===== src/usg_pkg.sv =====
package usg_pkg;

	// Grid and CORDIC configuration.
	localparam int MAX_SEGMENTS    = 255;
	localparam int CORDIC_STAGES   = 16;
	localparam int ANGLE_TABLE_LEN = 24;
	localparam int CORDIC_ITERS    = (CORDIC_STAGES > ANGLE_TABLE_LEN) ?
		ANGLE_TABLE_LEN : CORDIC_STAGES;

	// Divider: four quotient bits per stage over a 32-bit fraction.
	localparam int DIV_BITS   = 4;
	localparam int DIV_WIDTH  = 32;
	localparam int DIV_STAGES = DIV_WIDTH / DIV_BITS;

	// Product and rounding stages after the CORDIC.
	localparam int MUL_STAGES = 4;

	// Pipeline length from the input register to the result register.
	localparam int TOTAL_STAGES = 1 + DIV_STAGES + CORDIC_ITERS + 1 + MUL_STAGES;
	// Sideband delay from divider output to the result.
	localparam int TAIL_STAGES  = CORDIC_ITERS + 1 + MUL_STAGES;

	// Register indexes of the configuration port.
	localparam logic [7:0] REG_RADIUS   = 8'd0;
	localparam logic [7:0] REG_SEGMENTS = 8'd1;

	localparam logic [23:0] RADIUS_RESET   = 24'd12800;
	localparam logic [7:0]  SEGMENTS_RESET = 8'd20;

	// Fixed-point constants.
	localparam logic signed [33:0] CORDIC_GAIN = 34'sd652032874;
	localparam logic signed [33:0] ONE_Q30     = 34'sd1073741824;
	localparam logic signed [27:0] POS_LIMIT   = 28'sd16777215;
	localparam logic signed [16:0] NORM_LIMIT  = 17'sd32767;

	// Sideband carried beside the divider.
	typedef struct packed {
		logic        lat_eq;
		logic        lon_eq;
		logic [15:0] upper;
		logic [16:0] lower;
		logic        quad;
	} usg_head_t;

	// Sideband carried beside the CORDIC and the multipliers.
	typedef struct packed {
		logic [16:0] tex_u;
		logic [16:0] tex_v;
		logic [15:0] upper;
		logic [16:0] lower;
		logic        quad;
	} usg_tail_t;

	// Arctangent of 2^-i as a fraction of a full turn.
	function automatic logic [29:0] atan_turn(input int idx);
		logic [29:0] a;
		unique case (idx)
			0:  a = 30'h20000000;
			1:  a = 30'h12E4051D;
			2:  a = 30'h09FB385B;
			3:  a = 30'h051111D4;
			4:  a = 30'h028B0D43;
			5:  a = 30'h0145D7E1;
			6:  a = 30'h00A2F61E;
			7:  a = 30'h00517C55;
			8:  a = 30'h0028BE53;
			9:  a = 30'h00145F2E;
			10: a = 30'h000A2F98;
			11: a = 30'h000517CC;
			12: a = 30'h00028BE6;
			13: a = 30'h000145F3;
			14: a = 30'h0000A2F9;
			15: a = 30'h0000517C;
			16: a = 30'h000028BE;
			17: a = 30'h0000145F;
			18: a = 30'h00000A2F;
			19: a = 30'h00000517;
			20: a = 30'h0000028B;
			21: a = 30'h00000145;
			22: a = 30'h000000A2;
			23: a = 30'h00000051;
			default: a = 30'h0;
		endcase
		return a;
	endfunction

	// Four restoring division steps: returns {remainder, quotient bits}.
	function automatic logic [11:0] div_step(input logic [7:0] rem,
		input logic [3:0] bits, input logic [7:0] seg);
		logic [8:0] t;
		logic [7:0] r;
		logic [3:0] q;
		r = rem;
		for (int k = 3; k >= 0; k--) begin
			t = {r, bits[k]};
			if (t >= {1'b0, seg}) begin
				q[k] = 1'b1;
				t = t - {1'b0, seg};
			end else begin
				q[k] = 1'b0;
			end
			r = t[7:0];
		end
		return {r, q};
	endfunction

endpackage


===== src/usg_cordic.sv =====
// Rotation-mode CORDIC, one iteration per stage, followed by a stage that
// maps the quadrant and clamps to one. Outputs are Q1.30.
module usg_cordic (
	input  logic               clk,
	input  logic [31:0]        angle,
	output logic signed [31:0] cos_v,
	output logic signed [31:0] sin_v
);

	logic signed [33:0] x_s    [usg_pkg::CORDIC_ITERS];
	logic signed [33:0] y_s    [usg_pkg::CORDIC_ITERS];
	logic signed [32:0] z_s    [usg_pkg::CORDIC_ITERS];
	logic [1:0]         quad_s [usg_pkg::CORDIC_ITERS];

	for (genvar i = 0; i < usg_pkg::CORDIC_ITERS; i++) begin : g_iter
		logic signed [33:0] x_prev;
		logic signed [33:0] y_prev;
		logic signed [32:0] z_prev;
		logic [1:0]         quad_prev;
		logic signed [32:0] atan_v;

		if (i == 0) begin : g_first
			assign x_prev    = usg_pkg::CORDIC_GAIN;
			assign y_prev    = '0;
			assign z_prev    = $signed({3'b0, angle[29:0]});
			assign quad_prev = angle[31:30];
		end else begin : g_next
			assign x_prev    = x_s[i-1];
			assign y_prev    = y_s[i-1];
			assign z_prev    = z_s[i-1];
			assign quad_prev = quad_s[i-1];
		end

		assign atan_v = $signed({3'b0, usg_pkg::atan_turn(i)});

		// Rotate toward a zero residual angle.
		always_ff @(posedge clk) begin
			if (!z_prev[32]) begin
				x_s[i] <= x_prev - (y_prev >>> i);
				y_s[i] <= y_prev + (x_prev >>> i);
				z_s[i] <= z_prev - atan_v;
			end else begin
				x_s[i] <= x_prev + (y_prev >>> i);
				y_s[i] <= y_prev - (x_prev >>> i);
				z_s[i] <= z_prev + atan_v;
			end
			quad_s[i] <= quad_prev;
		end
	end

	function automatic logic signed [31:0] clamp_one(input logic signed [33:0] v);
		logic signed [33:0] c;
		if (v > usg_pkg::ONE_Q30) begin
			c = usg_pkg::ONE_Q30;
		end else if (v < -usg_pkg::ONE_Q30) begin
			c = -usg_pkg::ONE_Q30;
		end else begin
			c = v;
		end
		return c[31:0];
	endfunction

	logic signed [33:0] x_last;
	logic signed [33:0] y_last;
	logic signed [33:0] c_map;
	logic signed [33:0] s_map;

	assign x_last = x_s[usg_pkg::CORDIC_ITERS-1];
	assign y_last = y_s[usg_pkg::CORDIC_ITERS-1];

	// Quadrant mapping of the residual result.
	always_comb begin
		unique case (quad_s[usg_pkg::CORDIC_ITERS-1])
			2'd0: begin
				c_map = x_last;
				s_map = y_last;
			end
			2'd1: begin
				c_map = -y_last;
				s_map = x_last;
			end
			2'd2: begin
				c_map = -x_last;
				s_map = -y_last;
			end
			default: begin
				c_map = y_last;
				s_map = -x_last;
			end
		endcase
	end

	always_ff @(posedge clk) begin
		cos_v <= clamp_one(c_map);
		sin_v <= clamp_one(s_map);
	end

endmodule


===== config.mk =====
export PLATFORM = sky130hd
export DESIGN_NAME = usg_cordic
export DESIGN_NICKNAME = d
export VERILOG_FILES = /design/src/usg_pkg.sv /design/src/usg_cordic.sv
export SDC_FILE = /design/constraint.sdc
export NUM_CORES = 2
export LEC_CHECK = 0
export BUFFER_PORTS_ARGS = -buffer_cell sky130_fd_sc_hd__buf_4
export CAP_MARGIN = 20
export CORE_MARGIN = 10
export CORE_UTILIZATION = 34
export CTS_BUF_LIST = sky130_fd_sc_hd__clkbuf_4 sky130_fd_sc_hd__clkbuf_8
export CTS_CLUSTER_DIAMETER = 150
export DETAILED_ROUTE_END_ITERATION = 8
export GPL_ROUTABILITY_DRIVEN = 0
export HOLD_SLACK_MARGIN = 0.1
export SETUP_SLACK_MARGIN = 0.2
export SYNTH_ARGS = -nofsm -noshare
export SYNTH_HDL_FRONTEND = slang
export SYNTH_SLANG_ARGS = --single-unit

===== constraint.sdc =====
create_clock -name clk -period 6.7 [get_ports clk]
set_input_delay 1.005 -clock clk [delete_from_list [all_inputs] [get_ports clk]]
set_output_delay 1.005 -clock clk [all_outputs]
set_load 0.05 [all_outputs]

==> metrics.md <==
| Metric | Value |
|---|---|
| Ports | 97 |
| Clock slew at reported path FFs | 70 ps |
| Family with the most delay on the worst path | simple AND/OR/NAND/NOR gates |
| Layout Cells excl Fill | 17,400 |
| Die ar. | 0.340 sq mm |
| Max-cap violations | 0 |
| Buf/Inv on CP | 1 |
| Pre-Repair DR Iteration Count | 6 |
| Fin crit period | 5500 ps |
| Skew final | 95.6 ps |
| Starting DRT DRC Count | 4,737 |
| # DRC | 0 |
| Post-synth top area share | 0.280 |
| Critical path type | flip-flop to flip-flop |
| Synth top cells by count | dfxtp_1 (1,508), a21oi_1 (1,349), ha_1 (1,336) |
| CTS buffer count | 284 |
| Post-synth ARST share | 0 |
| Syn. warnings | 0 |
| CTS Root Cell | clkbuf_8 |
| Period utilization | 0.820 |
| Ratio of cells with drive above 1 in the final layout | 0.0642 |
| TNS Setup | 0 ps |
| Hpwl dp | 233 mm |
| Cell taking the most area after synthesis | dfxtp_1 |
| Die outline height | 583 um |
| Post-layout nets | 14,400 |
| Final core utilization | 0.381 |
| Slew margin rel. | 0.254 |
| Mean Syn Cell Area | 8.46 sq um |
| #FFs+latches synth | 1,508 |
| Final hold slack | 320 ps |
| Grt total ovfl | 0 |
| Worst setup EP type | flip-flop |
| Routed wire length | 288 mm |
| Post-synth EDFFs | 0 |
| Routed vias/inst | 5.15 |
| Skew-Pair Late Insertion Delay | 1000 ps |
| # clock sinks | 1,508 |
| Critical path arrival | 6320 ps |
| Die Width | 583 um |
| Initial antenna violation count | 8 |
| Largest net degree at the start of global routing | 76 |
| Hold WC Path Type | flip-flop to flip-flop |
| Unrepaired setup endpoints after global routing | no |
| F_max | 182 MHz |
| Mapped cell area | 0.108 sq mm |
| Filler instances | 32,400 |
| Crit-path cells | nor3_1, nor4bb_1, nor4bb_1, and2_1, a31oi_1, xor2_1, ha_1, and2_1, nand2b_1, inv_1, nand2_1, o41ai_1, a221oi_1, a2111oi_0, o21a_1, o21ai_0, mux2i_1, nand2_1 |
| Vias | 89,800 |
| Gr usage total | 0.162 |
| Final Hold Viols | 0 |
| Worst slew pin tran | 1110 ps |
| Setup bufs post-CTS | 0 |
| PortBufs | 96 |
| Area Growth Syn to Fin | 11.5% |
| Worst endpoint required time | 7530 ps |
| Initial Util | 0.342 |
| Synth area leaders | dfxtp_1 (28%), ha_1 (15%), xnor2_1 (9.9%) |
| Synth cell types | 97 |
| Antenna-violating nets left | 0 |
| Synth Instances | 12,800 |
| Slowest cell on crit path | nor4bb_1 |
| Core area | 0.315 sq mm |
| Synth Flop Type | dfxtp_1 |
| Status | complete, no violations |
| Startpoint types | flip-flop |
| Crit path max fanout | 6 |
| CTS tree | built |
| Count leader, synth | dfxtp_1 |
| Sequential cell area fraction in the yosys report | 0.280 |
| Syn nets | 14,200 |
| Slowest stage delay, CP | 680 ps |
| # H-tree levels | 5 |
| Vias in the first global route | 86,800 |
| Clock Path Buffers | 4 |
| First-pass GRT wire length | 459 mm |
| Row cnt | 206 |
| WL/cell | 16.5 um |
| Setup violators final | 0 |
| Pins Over Slew Limit | 0 |
| # placed instances | 16,900 |
final timing paths:
path              start     endpoint  slack (ps)  depth (start not counted)
min reg2reg  z_s[1][33]   z_s[1][66]         320                          0
max           y_s[3][6]  x_s[0][168]        1200                         18
min          z_s[1][33]   z_s[1][66]         320                          0
max reg2reg   y_s[3][6]  x_s[0][168]        1200                         18
layout make-up:
| class | instances | area (sq um) | share of cell area |
|---|---|---|---|
| repair buffers | 189 | 1530 | 0.0127 |
| well taps | 4160 | 5200 | 0.0433 |
| diodes | 20 | 50.0 | 0.000416 |
| flip-flops and latches | 1508 | 30200 | 0.251 |
| multi-input cells | 10500 | 74700 | 0.621 |
| inverters | 576 | 2160 | 0.0180 |
| clock inverters | 88 | 1010 | 0.00842 |
| clock buffers | 417 | 5370 | 0.0447 |
worst reg2reg max path, delay by kind of cell (launching register included):
kind | cells | cell delay, ps
AOI/OAI and AO/OA | 6 | 1640
DFF | 1 | 340
xor gates and xnor gates | 1 | 170
adders and majority gates | 1 | 400
buffers and inverters | 1 | 100
and+or+nand+nor | 8 | 2500
muxes | 1 | 170
logic make-up after synthesis:
logic type      Yosys count  synth area share
simple gates           3442             0.155
compound gates         3693             0.214
other cells               1         0.0000348
fa+ha+maj              1374             0.162
xor+xnor               1810             0.147
buf+inv                 774            0.0274
mux                     150            0.0147
flops                  1508             0.280
cell usage in the layout, fill, tap and decap left out, drive strengths merged, types with 114 or more instances in the layout:
| master | instances |
|---|---|
| nand2b | 201 |
| dfxtp | 1508 |
| a31oi | 140 |
| a21oi | 1349 |
| o21a | 187 |
| a211oi | 124 |
| nor2 | 1214 |
| nor2b | 180 |
| nor3 | 365 |
| nand2 | 617 |
| o21bai | 176 |
| xnor2 | 1218 |
| clkbuf | 418 |
| xor2 | 592 |
| nand3 | 195 |
| a21o | 547 |
| o21ai | 651 |
| and3 | 114 |
| buf | 156 |
| inv | 582 |
| ha | 1336 |
registers in the layout (all words and copies together), names as in the netlist:
register  cells
x_s         475
y_s         477
sin_v        32
cos_v        32
quad_s       32
z_s         460
stage by stage:
stage | worst slack, ps | cell area [sq um]
CTS | 1250 | 120000
detailed placement | 1330 | 113000
finish | 1200 | 120000
floorplan | 2040 | 108000
global route | 840 | 120000
global placement | 1310 | 113000
layer usage:
layer,global-route usage,share of wire,up-vias
met5,0,0,-
met4,0.0726,0.048,0
met3,0.0208,0.040,555
met2,0.289,0.48,1683
met1,0.194,0.43,41300
li1,-,-,46200
what timing repair did:
item	4_1_cts	5_1_grt
hold endpoints to repair	32	0
endpoints found under the setup margin	0	0
gates resized for setup	0	0
hold buffers	32	0
Power is not shown: default switching activity piles up to over one toggle a cycle in this logic, so the estimate is an artifact.
