<file path="src/usg_pkg.sv">
package usg_pkg;

	// Grid and CORDIC configuration.
	localparam int MAX_SEGMENTS    = 255;
	localparam int CORDIC_STAGES   = 16;
	localparam int ANGLE_TABLE_LEN = 24;
	localparam int CORDIC_ITERS    = (CORDIC_STAGES > ANGLE_TABLE_LEN) ?
		ANGLE_TABLE_LEN : CORDIC_STAGES;

	// Divider: four quotient bits per stage over a 32-bit fraction.
	localparam int DIV_BITS   = 4;
	localparam int DIV_WIDTH  = 32;
	localparam int DIV_STAGES = DIV_WIDTH / DIV_BITS;

	// Product and rounding stages after the CORDIC.
	localparam int MUL_STAGES = 4;

	// Pipeline length from the input register to the result register.
	localparam int TOTAL_STAGES = 1 + DIV_STAGES + CORDIC_ITERS + 1 + MUL_STAGES;
	// Sideband delay from divider output to the result.
	localparam int TAIL_STAGES  = CORDIC_ITERS + 1 + MUL_STAGES;

	// Register indexes of the configuration port.
	localparam logic [7:0] REG_RADIUS   = 8'd0;
	localparam logic [7:0] REG_SEGMENTS = 8'd1;

	localparam logic [23:0] RADIUS_RESET   = 24'd12800;
	localparam logic [7:0]  SEGMENTS_RESET = 8'd20;

	// Fixed-point constants.
	localparam logic signed [33:0] CORDIC_GAIN = 34'sd652032874;
	localparam logic signed [33:0] ONE_Q30     = 34'sd1073741824;
	localparam logic signed [27:0] POS_LIMIT   = 28'sd16777215;
	localparam logic signed [16:0] NORM_LIMIT  = 17'sd32767;

	// Sideband carried beside the divider.
	typedef struct packed {
		logic        lat_eq;
		logic        lon_eq;
		logic [15:0] upper;
		logic [16:0] lower;
		logic        quad;
	} usg_head_t;

	// Sideband carried beside the CORDIC and the multipliers.
	typedef struct packed {
		logic [16:0] tex_u;
		logic [16:0] tex_v;
		logic [15:0] upper;
		logic [16:0] lower;
		logic        quad;
	} usg_tail_t;

	// Arctangent of 2^-i as a fraction of a full turn.
	function automatic logic [29:0] atan_turn(input int idx);
		logic [29:0] a;
		unique case (idx)
			0:  a = 30'h20000000;
			1:  a = 30'h12E4051D;
			2:  a = 30'h09FB385B;
			3:  a = 30'h051111D4;
			4:  a = 30'h028B0D43;
			5:  a = 30'h0145D7E1;
			6:  a = 30'h00A2F61E;
			7:  a = 30'h00517C55;
			8:  a = 30'h0028BE53;
			9:  a = 30'h00145F2E;
			10: a = 30'h000A2F98;
			11: a = 30'h000517CC;
			12: a = 30'h00028BE6;
			13: a = 30'h000145F3;
			14: a = 30'h0000A2F9;
			15: a = 30'h0000517C;
			16: a = 30'h000028BE;
			17: a = 30'h0000145F;
			18: a = 30'h00000A2F;
			19: a = 30'h00000517;
			20: a = 30'h0000028B;
			21: a = 30'h00000145;
			22: a = 30'h000000A2;
			23: a = 30'h00000051;
			default: a = 30'h0;
		endcase
		return a;
	endfunction

	// Four restoring division steps: returns {remainder, quotient bits}.
	function automatic logic [11:0] div_step(input logic [7:0] rem,
		input logic [3:0] bits, input logic [7:0] seg);
		logic [8:0] t;
		logic [7:0] r;
		logic [3:0] q;
		r = rem;
		for (int k = 3; k >= 0; k--) begin
			t = {r, bits[k]};
			if (t >= {1'b0, seg}) begin
				q[k] = 1'b1;
				t = t - {1'b0, seg};
			end else begin
				q[k] = 1'b0;
			end
			r = t[7:0];
		end
		return {r, q};
	endfunction

endpackage

</file>
<file path="src/usg_div.sv">
// Pipelined restoring divider: quotient of {rem_in, num_in} by seg, where
// rem_in is below seg. Four quotient bits are resolved in each stage.
module usg_div (
	input  logic        clk,
	input  logic [7:0]  seg,
	input  logic [7:0]  rem_in,
	input  logic [31:0] num_in,
	output logic [31:0] quot
);

	logic [7:0]  rem_s  [usg_pkg::DIV_STAGES];
	logic [31:0] num_s  [usg_pkg::DIV_STAGES];
	logic [31:0] quot_s [usg_pkg::DIV_STAGES];

	for (genvar k = 0; k < usg_pkg::DIV_STAGES; k++) begin : g_stage
		logic [7:0]  rem_prev;
		logic [31:0] num_prev;
		logic [31:0] quot_prev;
		logic [11:0] step;

		if (k == 0) begin : g_first
			assign rem_prev  = rem_in;
			assign num_prev  = num_in;
			assign quot_prev = '0;
		end else begin : g_next
			assign rem_prev  = rem_s[k-1];
			assign num_prev  = num_s[k-1];
			assign quot_prev = quot_s[k-1];
		end

		// Each stage consumes the top four numerator bits.
		assign step = usg_pkg::div_step(rem_prev, num_prev[31:28], seg);

		always_ff @(posedge clk) begin
			rem_s[k]  <= step[11:4];
			num_s[k]  <= {num_prev[27:0], 4'b0};
			quot_s[k] <= {quot_prev[27:0], step[3:0]};
		end
	end

	assign quot = quot_s[usg_pkg::DIV_STAGES-1];

endmodule

</file>
<file path="config.mk">
export PLATFORM = sky130hd
export DESIGN_NAME = usg_div
export DESIGN_NICKNAME = d
export VERILOG_FILES = /design/src/usg_pkg.sv /design/src/usg_div.sv
export SDC_FILE = /design/constraint.sdc
export NUM_CORES = 1
export LEC_CHECK = 0
export BUFFER_PORTS_ARGS = -buffer_cell sky130_fd_sc_hd__buf_4
export CAP_MARGIN = 10
export CORE_ASPECT_RATIO = 1.2
export CORE_MARGIN = 1.5
export CORE_UTILIZATION = 49
export CTS_CLUSTER_SIZE = 10
export DETAILED_ROUTE_END_ITERATION = 7
export PLACE_DENSITY = 0.66
export SYNTH_ARGS = -nofsm -noshare
export SYNTH_HDL_FRONTEND = slang
export SYNTH_SLANG_ARGS = --single-unit
</file>
<file path="constraint.sdc">
create_clock -name clk -period 17.77 [get_ports clk]
set_input_delay 2.6655 -clock clk [delete_from_list [all_inputs] [get_ports clk]]
set_output_delay 2.6655 -clock clk [all_outputs]
set_load 0.005 [all_outputs]
</file>
==> results by stage <==
Setup path:
- Measured in cells, the most critical reg-to-reg path has a length of 34.
- The nature of the critical path startpoint is an input port.
- The arrival time at the worst endpoint is 13.26 ns.
- The most numerous cell type found on the critical path is sky130_fd_sc_hd__a21oi_1.
- Among all stages on the critical path, the largest delay is contributed by sky130_fd_sc_hd__o41ai_2.
- The critical path in this run is classified as input port to flip-flop.
- The largest fanout of any net on the critical path is 29.
- The highest cell delay on the worst timing path is 0.82 ns.
- The sort of element at the end of the critical path is a flip-flop.
- The endpoint required time on the critical path is 18.20 ns.

Floorplan:
- The number of rows in the core area is 80.
- The height of the die is 223 um.
- The effective utilization at floorplan is 0.498.
- The horizontal die dimension is 187 um.
- The area of the die is 41700 um^2.
- The number of top-level pins is 81.
- The floorplan step defined a core boundary enclosing 39800 um^2.

Synthesis:
- The number of different library cells in the post-synthesis netlist is 94.
- The most instantiated flip-flop cell in the synthesis netlist is sky130_fd_sc_hd__dfxtp_1.
- The number of nets produced by synthesis is 2448.
- The number of warnings reported in the yosys synthesis log is 0.
- Counting every instance in the synthesized netlist gives 2112.
- The number of flops mapped to enable cells by yosys is 0.
- After synthesis the cells add up to 19800 um^2.
- The dominant cell type by area after synthesis is sky130_fd_sc_hd__dfxtp_1.
- The combinational family with the most area after synthesis is adder cells.
- The average instance in the mapped netlist occupies 9.39 um^2.
- The area share of the largest cell type after synthesis is 0.315.
- The share of synthesized registers carrying an async set or reset is 0.
- Of the total synthesized cell area, the portion taken by full adders, half adders and majority gates is 0.193.
- The post-synthesis compound-gate area fraction was 0.177.
- After synthesis, the share of cell area in mux cells is 0.0769.
- The flip-flop and latch count after synthesis is 312.
- The proportion of synthesized chip area in sequential cells is 0.315.
- The simple-gate portion of the synthesized area is 0.143.
- The parity-gate share of the synthesized area counting xor and xnor cells is 0.0623.
- Ranked by total cell area, the synthesized netlist is headed by sky130_fd_sc_hd__dfxtp_1 31%, sky130_fd_sc_hd__ha_1 16%, sky130_fd_sc_hd__mux2_2 5.1%.

CTS:
- The clock drives 312 sinks.
- Buffers inserted to repair hold after CTS numbered 0.
- The tree is rooted in a sky130_fd_sc_hd__clkbuf_16.
- Clock-pin slew was measured on the worst setup and hold paths at 0.06 ns.
- The maximum level of the CTS H-tree is 2.
- Clock tree synthesis inserted a total of 39 buffers.
- The buffer depth of the longest clock path is 3.
- The number of gates resized after cts is 0.
- After clock tree synthesis, the setup repair step added 0 buffers.
- TritonCTS built the clock tree.
- The insertion delay of the later-clocked pin in the worst-skew pair is 0.55 ns.

Routing:
- The DRC violations left is 0.
- The average routed wire per standard cell is 16.5 um.
- The number of vias per cell after detailed routing is 5.65.
- Summing over every cut layer, the via total after detailed routing is 15629.
- The detail route stage leaves a number of antenna-violating nets equal to 0.
- The total wire length after detailed routing is 45500 um.
- The first-pass iteration count of the detailed router is 5.
- The count of routing violations after the opening detailed-route iteration is 724.

Timing:
- For the pin with the worst max-slew slack, the measured transition is 0.930 ns.
- The number of max-slew violations in the final report came to 0.
- The remaining max-slew budget at the tightest pin is 0.373.
- Clock skew on the completed layout was measured at 0.0141 ns.
- The final period utilization is 0.722.
- The number of endpoints with negative hold slack in the final report came to 0.
- Setup repair after global routing left no endpoint under its margin.
- The achievable clock frequency is 77.9 MHz.
- Setup violations remaining at the end of the flow were counted as 0.
- Setup total negative slack on the finished layout was measured at 0 ns.
- The minimum clock period is 12.84 ns.

GRT:
- Entering global routing, the biggest net connects 33 pins.
- Global routing finished with a remaining overflow of 0.
- The number of antenna violations at the first check in global routing is 0.
- The first global-routing pass estimated 75100 um of wire.
- The number of global-route vias before repair is 15832.
- For this run, the total global-route usage over all layers was measured as 0.219.

Cells and area:
- The number of antenna diodes in the final layout is 0.
- Relative to the synthesized area, the layout overhead comes to 11.7%.
- Leaving out fill and tap cells, the most frequent cells in the layout are 312 x sky130_fd_sc_hd__dfxtp_1, 256 x sky130_fd_sc_hd__ha_1, 151 x sky130_fd_sc_hd__nor2_1, 135 x sky130_fd_sc_hd__inv_1, 128 x sky130_fd_sc_hd__a21oi_1.
- The count of filler cells inserted in the layout is 3669.
- The most common library cell in the layout ignoring fill and taps is sky130_fd_sc_hd__dfxtp_1.
- In the final layout, the share of cells above drive strength 1 is 0.134.
- The net count of the finished layout is 2556.

Min path:
- The path type of the worst min-delay path is flip-flop to flip-flop.
- The number of instances on the worst hold path is 0.

Placement:
- The port buffer count is 80.
- The weighted congestion reported at the end of routability-driven placement is 0.895.
- The estimated wirelength of the detail-placed design is 34000 um.

Job:
- The max-capacitance violation count is 0.

Outcome:
- The flow ran to the end, and the final reports show no timing, DRC or antenna violations.
metal layers:
| metal | vias to the layer above | wire length, um | global-route usage |
|---|---|---|---|
| li1 | 7862 | - | - |
| met5 | - | 0 | 0 |
| met3 | 127 | 1710 | 0.0318 |
| met4 | 0 | 2100 | 0.115 |
| met1 | 7308 | 19200 | 0.250 |
| met2 | 332 | 22500 | 0.396 |
sequential cells by signal, summed over array words and instances, names as in the netlist:
register / flops
quot_s: 144
rem_s: 56
num_s: 112
synthesized netlist by cell type, drive strengths merged, types with 4 or more instances:
| library cell | number |
|---|---|
| dfxtp | 312 |
| ha | 256 |
| nor2 | 152 |
| inv | 144 |
| a21oi | 129 |
| o21ai | 123 |
| mux2 | 105 |
| nand2 | 102 |
| xnor2 | 96 |
| nor2b | 54 |
| a21o | 49 |
| xor2 | 45 |
| nor3 | 44 |
| nand4 | 39 |
| o21a | 38 |
| nand3 | 35 |
| fa | 31 |
| nand2b | 31 |
| mux2i | 30 |
| or2 | 21 |
| a31oi | 17 |
| o211ai | 17 |
| a221o | 16 |
| o21bai | 16 |
| or3 | 15 |
| and2 | 14 |
| buf | 14 |
| and3 | 12 |
| o31ai | 12 |
| a211oi | 11 |
| clkbuf | 11 |
| o31a | 11 |
| a211o | 9 |
| nor4 | 8 |
| a21boi | 6 |
| nand3b | 6 |
| o221ai | 6 |
| o41ai | 6 |
| a221oi | 5 |
| a32oi | 5 |
| and4 | 5 |
| o311ai | 5 |
| o2111ai | 4 |
| or4 | 4 |
| or4b | 4 |
worst paths after layout:
path | start | endpoint | slack (ns)
setup reg to reg | rem_s[3][0]$_DFF_P_ | rem_s[4][2]$_DFF_P_ | 7.96
hold reg to reg | quot_s[1][66]$_DFF_P_ | quot_s[1][102]$_DFF_P_ | 0.31
hold / removal | quot_s[1][66]$_DFF_P_ | quot_s[1][102]$_DFF_P_ | 0.31
setup / recovery | seg[1] | rem_s[2][7]$_DFF_P_ | 4.93
per-stage QoR:
stage	instance area, um^2	hold slack (ns)	worst slack (ns)	util	std cells
finish	22200	0.311	4.93	0.556	2766
global placement	21100	0.310	4.88	0.529	2712
global route	22200	0.321	3.97	0.556	2766
CTS	22200	0.314	5.01	0.556	2766
detailed placement	21100	0.312	4.46	0.529	2712
floorplan	19800	0.310	5.61	-	2112
kinds of logic after synthesis:
group,Yosys count
DFF,312
muxes,135
buffers and inverters,169
and+or+nand+nor,555
xor gates and xnor gates,141
AOI/OAI and AO/OA,513
adders and majority gates,287
final cells by class:
class	instances	area, um^2	area share
multi-input cells	1631	12900	0.583
flip-flops and latches	312	6250	0.282
clock buffers	49	1050	0.0476
repair buffers	92	691	0.0312
well taps	533	667	0.0301
inverters	144	541	0.0244
clock inverters	5	31.3	0.00141
worst max-delay path, delay by kind of cell:
kind / cells / cell delay [ns]
AOI/OAI and AO/OA: 20 / 5.61
buffers and inverters: 8 / 1.98
and+or+nand+nor: 9 / 1.51
adders and majority gates: 4 / 1.21
muxes: 1 / 0.23
Power is not shown: default switching activity piles up to over one toggle a cycle in this logic, so the estimate is an artifact.
